$ cat src/rtl/mfdo_pkg.sv
// Shared constants and types for the drop-oldest message queue.
`timescale 1ns / 1ps

package mfdo_pkg;

  localparam int DEF_QUEUE_DEPTH   = 8;
  localparam int DEF_MESSAGE_BYTES = 64;

  localparam logic [3:0] MAX_ENTRIES_RESET = 4'd8;

  typedef logic [2:0] opcode_t;
  localparam opcode_t OP_PUSH   = 3'd0;
  localparam opcode_t OP_POP    = 3'd1;
  localparam opcode_t OP_CLEAR  = 3'd2;
  localparam opcode_t OP_READ   = 3'd3;
  localparam opcode_t OP_LENGTH = 3'd4;

  typedef logic [1:0] status_t;
  localparam status_t ST_OK    = 2'd0;
  localparam status_t ST_EMPTY = 2'd1;
  localparam status_t ST_TRUNC = 2'd2;
  localparam status_t ST_DROP  = 2'd3;

  typedef enum logic [1:0] {
    S_IDLE,
    S_LEN,
    S_DONE
  } fsm_state_t;

endpackage

$ cat src/rtl/mfdo_ram.sv
// Simple dual-port synchronous RAM with registered read data.
`timescale 1ns / 1ps

module mfdo_ram #(
  parameter int WIDTH = 8,
  parameter int DEPTH = 64,
  localparam int AW = (DEPTH > 1) ? $clog2(DEPTH) : 1
) (
  input  logic             clk,
  input  logic             wr_en,
  input  logic [AW-1:0]    wr_addr,
  input  logic [WIDTH-1:0] wr_data,
  input  logic             rd_en,
  input  logic [AW-1:0]    rd_addr,
  output logic [WIDTH-1:0] rd_data
);

  logic [WIDTH-1:0] mem [DEPTH];

  always_ff @(posedge clk) begin
    if (wr_en) begin
      mem[wr_addr] <= wr_data;
    end
  end

  always_ff @(posedge clk) begin
    if (rd_en) begin
      rd_data <= mem[rd_addr];
    end
  end

endmodule

$ cat src/rtl/message_fifo_drop_oldest.sv
// Top level of the drop-oldest byte message queue.
//
// Each word on the input stream passes through S_IDLE, S_LEN and S_DONE: in
// the cycle it is accepted the queue pointers are updated and the byte memory
// is written (push) or read (read byte); in S_LEN the length memory is read
// at the new front slot; in S_DONE the result register is loaded. A result
// that is not taken holds S_DONE, and the input stays not ready until the new
// result is loaded. Message bytes live in a QUEUE_DEPTH x MESSAGE_BYTES memory
// and lengths in a QUEUE_DEPTH memory, both with registered read data.
// Neither memory is cleared; only values from committed slots reach the result.
// The effective limit from max_entries is clamped to 1..QUEUE_DEPTH; the user
// must write max_entries only while idle, as the block does not enforce this.
`timescale 1ns / 1ps

module message_fifo_drop_oldest
  import mfdo_pkg::*;
#(
  parameter int QUEUE_DEPTH   = DEF_QUEUE_DEPTH,
  parameter int MESSAGE_BYTES = DEF_MESSAGE_BYTES
) (
  input  logic        clk,
  input  logic        rst,
  // configuration: max_entries
  input  logic        cfg_valid,
  output logic        cfg_ready,
  input  logic [3:0]  cfg_data,
  // input words
  input  logic        s_tvalid,
  output logic        s_tready,
  input  logic [15:0] s_tdata,   // [7:0] data_byte, [13:8] byte_index, [15:14] zero
  input  logic [2:0]  s_tuser,   // [2:0] opcode
  input  logic        s_tlast,   // last_byte
  // result words
  output logic        m_tvalid,
  input  logic        m_tready,
  output logic [23:0] m_tdata,   // [7:0] read_data, [14:8] front_length,
                                 // [18:15] entry_count, [23:19] zero
  output logic [2:0]  m_tuser    // [0] queue_empty, [2:1] status
);

  localparam int SLOT_W = (QUEUE_DEPTH > 1) ? $clog2(QUEUE_DEPTH) : 1;
  localparam int CNT_W  = $clog2(QUEUE_DEPTH + 1);
  localparam int OFF_W  = $clog2(MESSAGE_BYTES + 1);
  localparam int BYTE_DEPTH = QUEUE_DEPTH * MESSAGE_BYTES;
  localparam int ADDR_W = (BYTE_DEPTH > 1) ? $clog2(BYTE_DEPTH) : 1;

  // input fields
  opcode_t    s_op;
  logic [7:0] s_byte;
  logic [5:0] s_idx;
  assign s_op   = s_tuser;
  assign s_byte = s_tdata[7:0];
  assign s_idx  = s_tdata[13:8];

  // queue state
  logic [3:0]        max_entries;
  logic [SLOT_W-1:0] head_slot, head_slot_next;
  logic [SLOT_W-1:0] tail_slot, tail_slot_next;
  logic [CNT_W-1:0]  count_held, count_held_next;
  logic [OFF_W-1:0]  write_offset, write_offset_next;

  // item held between steps
  opcode_t    op_q;
  logic [5:0] idx_q;
  status_t    status_q, status_next;

  fsm_state_t state, state_next;
  logic       accept;
  logic       len_rd_en;
  logic       load_out;

  logic [CNT_W-1:0] limit;
  logic             dropped, trunc;

  logic              byte_we, byte_re;
  logic [ADDR_W-1:0] byte_waddr, byte_raddr;
  logic [7:0]        byte_rdata;
  logic              len_we;
  logic [OFF_W-1:0]  len_wdata, len_rdata;

  logic [7:0]       rd_value;
  logic [OFF_W-1:0] flen;

  function automatic logic [SLOT_W-1:0] slot_add(input logic [SLOT_W-1:0] s,
                                                 input logic [CNT_W-1:0]  n);
    logic [CNT_W:0] sum;
    sum = (CNT_W+1)'(s) + (CNT_W+1)'(n);
    if (sum >= (CNT_W+1)'(QUEUE_DEPTH)) begin
      sum = sum - (CNT_W+1)'(QUEUE_DEPTH);
    end
    return SLOT_W'(sum);
  endfunction

  assign cfg_ready = 1'b1;

  always_ff @(posedge clk) begin
    if (rst) begin
      max_entries <= MAX_ENTRIES_RESET;
    end else if (cfg_valid && cfg_ready) begin
      max_entries <= cfg_data;
    end
  end

  always_comb begin
    if (max_entries == 4'd0) begin
      limit = CNT_W'(1);
    end else if (32'(max_entries) > 32'(QUEUE_DEPTH)) begin
      limit = CNT_W'(QUEUE_DEPTH);
    end else begin
      limit = CNT_W'(max_entries);
    end
  end

  // control
  always_ff @(posedge clk) begin
    if (rst) begin
      state <= S_IDLE;
    end else begin
      state <= state_next;
    end
  end

  always_comb begin
    state_next = state;
    s_tready   = 1'b0;
    len_rd_en  = 1'b0;
    load_out   = 1'b0;
    case (state)
      S_IDLE: begin
        s_tready = 1'b1;
        if (s_tvalid) begin
          state_next = S_LEN;
        end
      end
      S_LEN: begin
        len_rd_en  = 1'b1;
        state_next = S_DONE;
      end
      S_DONE: begin
        if (!m_tvalid || m_tready) begin
          load_out   = 1'b1;
          state_next = S_IDLE;
        end
      end
      default: begin
        state_next = S_IDLE;
      end
    endcase
  end

  assign accept = s_tvalid && s_tready;

  // pointer update for the accepted word
  always_comb begin
    head_slot_next    = head_slot;
    tail_slot_next    = tail_slot;
    count_held_next   = count_held;
    write_offset_next = write_offset;
    dropped     = 1'b0;
    trunc       = 1'b0;
    status_next = ST_OK;
    byte_we     = 1'b0;
    byte_re     = 1'b0;
    len_we      = 1'b0;
    len_wdata   = write_offset;
    byte_waddr  = ADDR_W'(tail_slot) * ADDR_W'(MESSAGE_BYTES) + ADDR_W'(write_offset);
    if (32'(s_idx) < 32'(MESSAGE_BYTES)) begin
      byte_raddr = ADDR_W'(head_slot) * ADDR_W'(MESSAGE_BYTES) + ADDR_W'(s_idx);
    end else begin
      byte_raddr = ADDR_W'(head_slot) * ADDR_W'(MESSAGE_BYTES);
    end
    case (s_op)
      OP_PUSH: begin
        // drop oldest messages on the first byte of a message
        if (write_offset == '0 && count_held_next >= limit) begin
          head_slot_next  = slot_add(head_slot_next,
                                     count_held_next - (limit - CNT_W'(1)));
          count_held_next = limit - CNT_W'(1);
          dropped = 1'b1;
        end
        if (32'(write_offset) < 32'(MESSAGE_BYTES)) begin
          byte_we = accept;
          write_offset_next = write_offset + OFF_W'(1);
        end else begin
          trunc = 1'b1;
        end
        if (s_tlast) begin
          // drop again at commit, then close the message
          if (count_held_next >= limit) begin
            head_slot_next  = slot_add(head_slot_next,
                                       count_held_next - (limit - CNT_W'(1)));
            count_held_next = limit - CNT_W'(1);
            dropped = 1'b1;
          end
          len_we            = accept;
          len_wdata         = write_offset_next;
          tail_slot_next    = slot_add(tail_slot, CNT_W'(1));
          count_held_next   = count_held_next + CNT_W'(1);
          write_offset_next = '0;
        end
        if (dropped) begin
          status_next = ST_DROP;
        end else if (trunc) begin
          status_next = ST_TRUNC;
        end
      end
      OP_POP: begin
        if (count_held == '0) begin
          status_next = ST_EMPTY;
        end else begin
          head_slot_next  = slot_add(head_slot, CNT_W'(1));
          count_held_next = count_held - CNT_W'(1);
        end
      end
      OP_CLEAR: begin
        head_slot_next    = '0;
        tail_slot_next    = '0;
        count_held_next   = '0;
        write_offset_next = '0;
      end
      OP_READ: begin
        if (count_held == '0) begin
          status_next = ST_EMPTY;
        end else begin
          byte_re = accept;
        end
      end
      OP_LENGTH: begin
        if (count_held == '0) begin
          status_next = ST_EMPTY;
        end
      end
      default: begin
      end
    endcase
  end

  always_ff @(posedge clk) begin
    if (rst) begin
      head_slot    <= '0;
      tail_slot    <= '0;
      count_held   <= '0;
      write_offset <= '0;
    end else if (accept) begin
      head_slot    <= head_slot_next;
      tail_slot    <= tail_slot_next;
      count_held   <= count_held_next;
      write_offset <= write_offset_next;
    end
  end

  always_ff @(posedge clk) begin
    if (accept) begin
      op_q     <= s_op;
      idx_q    <= s_idx;
      status_q <= status_next;
    end
  end

  mfdo_ram #(
    .WIDTH (8),
    .DEPTH (BYTE_DEPTH)
  ) u_byte_ram (
    .clk     (clk),
    .wr_en   (byte_we),
    .wr_addr (byte_waddr),
    .wr_data (s_byte),
    .rd_en   (byte_re),
    .rd_addr (byte_raddr),
    .rd_data (byte_rdata)
  );

  mfdo_ram #(
    .WIDTH (OFF_W),
    .DEPTH (QUEUE_DEPTH)
  ) u_len_ram (
    .clk     (clk),
    .wr_en   (len_we),
    .wr_addr (tail_slot),
    .wr_data (len_wdata),
    .rd_en   (len_rd_en),
    .rd_addr (head_slot),
    .rd_data (len_rdata)
  );

  // result assembly: bytes past the front length read as zero
  always_comb begin
    rd_value = 8'd0;
    if (op_q == OP_READ && status_q == ST_OK &&
        32'(idx_q) < 32'(len_rdata) && 32'(idx_q) < 32'(MESSAGE_BYTES)) begin
      rd_value = byte_rdata;
    end
    flen = (count_held == '0) ? '0 : len_rdata;
  end

  always_ff @(posedge clk) begin
    if (rst) begin
      m_tvalid <= 1'b0;
    end else if (load_out) begin
      m_tvalid <= 1'b1;
    end else if (m_tready) begin
      m_tvalid <= 1'b0;
    end
  end

  always_ff @(posedge clk) begin
    if (load_out) begin
      m_tdata <= {5'd0, 4'(count_held), 7'(flen), rd_value};
      m_tuser <= {status_q, count_held == '0};
    end
  end

endmodule
$ cat config.mk
export PLATFORM = sky130hd
export DESIGN_NAME = message_fifo_drop_oldest
export DESIGN_NICKNAME = d
export VERILOG_FILES = /design/src/rtl/mfdo_pkg.sv /design/src/rtl/mfdo_ram.sv /design/src/rtl/message_fifo_drop_oldest.sv
export SDC_FILE = /design/constraint.sdc
export NUM_CORES = 2
export LEC_CHECK = 0
export BUFFER_PORTS_ARGS = -buffer_cell sky130_fd_sc_hd__buf_2
export CELL_PAD_IN_SITES_DETAIL_PLACEMENT = 0
export CELL_PAD_IN_SITES_GLOBAL_PLACEMENT = 1
export CORE_MARGIN = 2
export CORE_UTILIZATION = 60
export DETAILED_ROUTE_END_ITERATION = 10
export PLACE_DENSITY_LB_ADDON = 0.1
export SLEW_MARGIN = 20
export SYNTH_ARGS = -nofsm -noshare
export SYNTH_HDL_FRONTEND = slang
export SYNTH_MEMORY_MAX_BITS = 65536
export SYNTH_SLANG_ARGS = --single-unit
$ cat constraint.sdc
create_clock -name clk -period 8.4 [get_ports clk]
set_input_delay 0.84 -clock clk [delete_from_list [all_inputs] [get_ports clk]]
set_output_delay 0.84 -clock clk [all_outputs]
set_load 0.005 [all_outputs]
==> results.md <==
* Status: completed
* Gr usage total at 27.91%
* Hold Path End: max_entries[3]
* CP Max Fanout at 7
* Finished Layout Cells at 11.81k
* EDFF count, synth at 4200
* Final worst path period need at 5340 ps
* Fin util at 66.52%
* Most frequent cells in the layout: edfxtp_1 (4200), mux4_2 (1038), nor2_1 (854)
* Routed WL at 388200 um
* LEAKAGE at 56.05 nW
* Setup TNS at 0 ps
* Num Clock Sinks at 4224
* Post-Place Cells at 11.04k
* Synth cell types at 70
* Hold path start: cfg_data[3]
* Clk slew on worst S/H paths at 60 ps
* Routed len/inst at 32.86 um
* Synth warn at 0
* FILL cells at 17.57k
* Crit Path Category: flip-flop to flip-flop
* Reg2Reg Launch Point: max_entries[1]
* RSZ-0062 raised after global routing: no
* Area growth, synth to finish at 10.39%
* CTS tree: done
* Rows at 192
* Root buffer cell: clkbuf_16
* Worst Path Arrival at 6180 ps
* Hold Crit Depth at 3
* DRC at 0
* #FFs+latches synth at 4224
* Critical Path Source: max_entries[1]
* Die area at 278800 sq um
* Pwr Total at 43.43 mW
* Startpoint class of the critical path: flip-flop
* Post-Syn Area at 164700 sq um
* Hold Crit Class: input port to flip-flop
* Avg Inst Size Synth at 21.25 sq um
* Worst-Margin Slew at 1160 ps
* Resized cells post-CTS at 0
* Overflow after GRT at 0
* Synth async-reset ratio at 0%
* Final GP Congestion at 0.8162
* Rel. slew slack at 22.65%
* Clock Latency Late Sink at 950 ps
* # hold bufs at CTS at 0
* # IOs at 59
* Max Cap Viol at 0
* Die width at 528 um
* Clock skew at 36.38 ps
* Drt via density at 6.624
* Postcts setup bufs at 0
* Vias in the first global route at 79.33k
* Placeable Area at 273400 sq um
* Sequential share of the synthesized area at 76.85%
* Iter 0 DRT Violations at 9154
* Peak VDD IR at 0.2529 mV
* Worst R2R Path Depth at 18
* Layout Nets at 7935
* Commonest non-fill, non-tap cell in the layout: edfxtp_1
* Vias at 78.25k
* Max Clk Rate at 187.3 MHz
* Post-route ant nets at 0
* Fin crit share at 63.57%
* Post-Syn Instances at 7751
* Initial Utilization at 60.26%
* H-Tree Level Count at 5
* CP Capture Type: flip-flop
* Final setup vio count at 0
* DRT Pass-1 Iters at 6
* Fin. Hold Viols at 0
* Power Dens Cells at 238.8 nW/um^2
* CTS buffer count at 417
* Largest net degree at the start of global routing at 217
* Flop-to-flop setup slack at 3060 ps
* Worst EP required at 9240 ps
* Layout cells sized above 1 at 24.13%
* CTS max path bufs at 4
* R2R Path End: head_slot[2]
* Initial antenna violation count at 12
* Slew Limit Fails at 0
* Post-synth top flop: edfxtp_1
* Port bufs at 50
* HPWL Detailed at 220500 um
* Global-route wire length before repair at 558600 um
* Die Y at 528 um
## cell families (layout without fill, tap and decap cells)
group	Yosys count	after routing	synth area share [%]
flops	4224	4224	76.85
mux	1341	1341	16.12
simple gates	1068	1068	2.642
compound gates	557	557	2.278
buf+inv	514	978	1.770
fa+ha+maj	32	32	0.2613
xor+xnor	13	13	0.07746
other cells	2	12	0.004559
## worst max path at each step
stage | endpoint | slack [ps]
final | head_slot[2] | 3060
after global routing | head_slot[2] | 2760
after CTS | head_slot[2] | 3110
after detailed placement | head_slot[2] | 3150
after global placement | head_slot[2] | 3080
after floorplan | head_slot[2] | 3810
## Yosys cell counts, drive strengths merged, types with 4 or more instances
| library cell | count | share of area (%) |
|---|---|---|
| nand4 | 31 | 0.12 |
| edfxtp | 4200 | 77 |
| a21oi | 104 | 0.32 |
| and2 | 4 | 0.015 |
| xnor2 | 5 | 0.027 |
| mux2 | 118 | 0.81 |
| nand3 | 27 | 0.082 |
| a21o | 8 | 0.036 |
| o21a | 10 | 0.046 |
| or3 | 5 | 0.019 |
| buf | 280 | 1.2 |
| mux2i | 185 | 1.1 |
| o211ai | 21 | 0.096 |
| dfxtp | 24 | 0.29 |
| xor2 | 7 | 0.037 |
| nor3 | 23 | 0.091 |
| nor4 | 5 | 0.023 |
| clkbuf | 201 | 0.46 |
| fa | 4 | 0.049 |
| a221oi | 8 | 0.043 |
| o31ai | 5 | 0.023 |
| a22oi | 18 | 0.082 |
| inv | 32 | 0.073 |
| nand2 | 72 | 0.16 |
| ha | 28 | 0.21 |
| o221ai | 103 | 0.55 |
| a211oi | 70 | 0.32 |
| nor2b | 13 | 0.049 |
| o21ai | 83 | 0.25 |
| o22ai | 103 | 0.39 |
| nor2 | 859 | 2.0 |
| nand2b | 14 | 0.053 |
| mux4 | 1038 | 14 |
## area by class of cell
cell class | count | area (sq um) | area share [%]
timing repair buffer | 181 | 1802 | 0.9907
clock buffer | 503 | 10860 | 5.974
sequential | 4224 | 126600 | 69.62
antenna | 6 | 15.01 | 0.008256
multi-input combinational | 3017 | 35550 | 19.55
tap | 3589 | 4491 | 2.469
clock inverter | 261 | 2414 | 1.327
inverter | 33 | 123.9 | 0.06811
## state kept, by name (all words and copies together), names as in the netlist, 4 cells and up
signal,cells
count_held,4
m_tdata,19
u_len_ram.mem,56
u_len_ram.rd_data,7
u_byte_ram.mem,4096
u_byte_ram.rd_data,8
idx_q,6
max_entries,4
write_offset,7
## worst max-delay path: stages, from the launching register on
cell	delay, ps
dfxtp_1	350
nor2_1	60
o21ai_1	510
inv_1	180
ha_1	350
nand2b_1	160
a21o_1	200
a211o_1	390
nand2_1	280
a21boi_0	190
ha_1	230
inv_1	70
fa_1	420
fa_1	420
xnor2_1	420
or4b_2	620
mux2i_1	160
o31ai_1	90
a31oi_1	140
## report_power, final
part	leakage, nW	switching [mW]	internal [mW]
clock network	6.48	7.80	10.4
registers	37.9	0.00703	23.2
logic	11.6	1.30	0.706
total	56.0	9.11	34.3
## stage by stage
| step | setup slack [ps] | instance area [sq um] | hold slack, ps |
|---|---|---|---|
| floorplan | 3810 | 164800 | 418.9 |
| global placement | 3080 | 168500 | 431.4 |
| detailed placement | 3146 | 168500 | 434.6 |
| CTS | 3108 | 181800 | 90.74 |
| global route | 2764 | 181800 | 136.8 |
| finish | 3060 | 181900 | 154.3 |
## routing by layer
| layer | share of wire (%) | GRT usage [%] | up-vias |
|---|---|---|---|
| li1 | - | - | 32430 |
| met1 | 40 | 40.35 | 41840 |
| met2 | 49 | 45.05 | 3327 |
| met3 | 7.4 | 3.857 | 641 |
| met4 | 3.2 | 8.653 | 12 |
| met5 | 0.021 | 0 | - |
No activity file was read; power rests on OpenSTA's default activity.
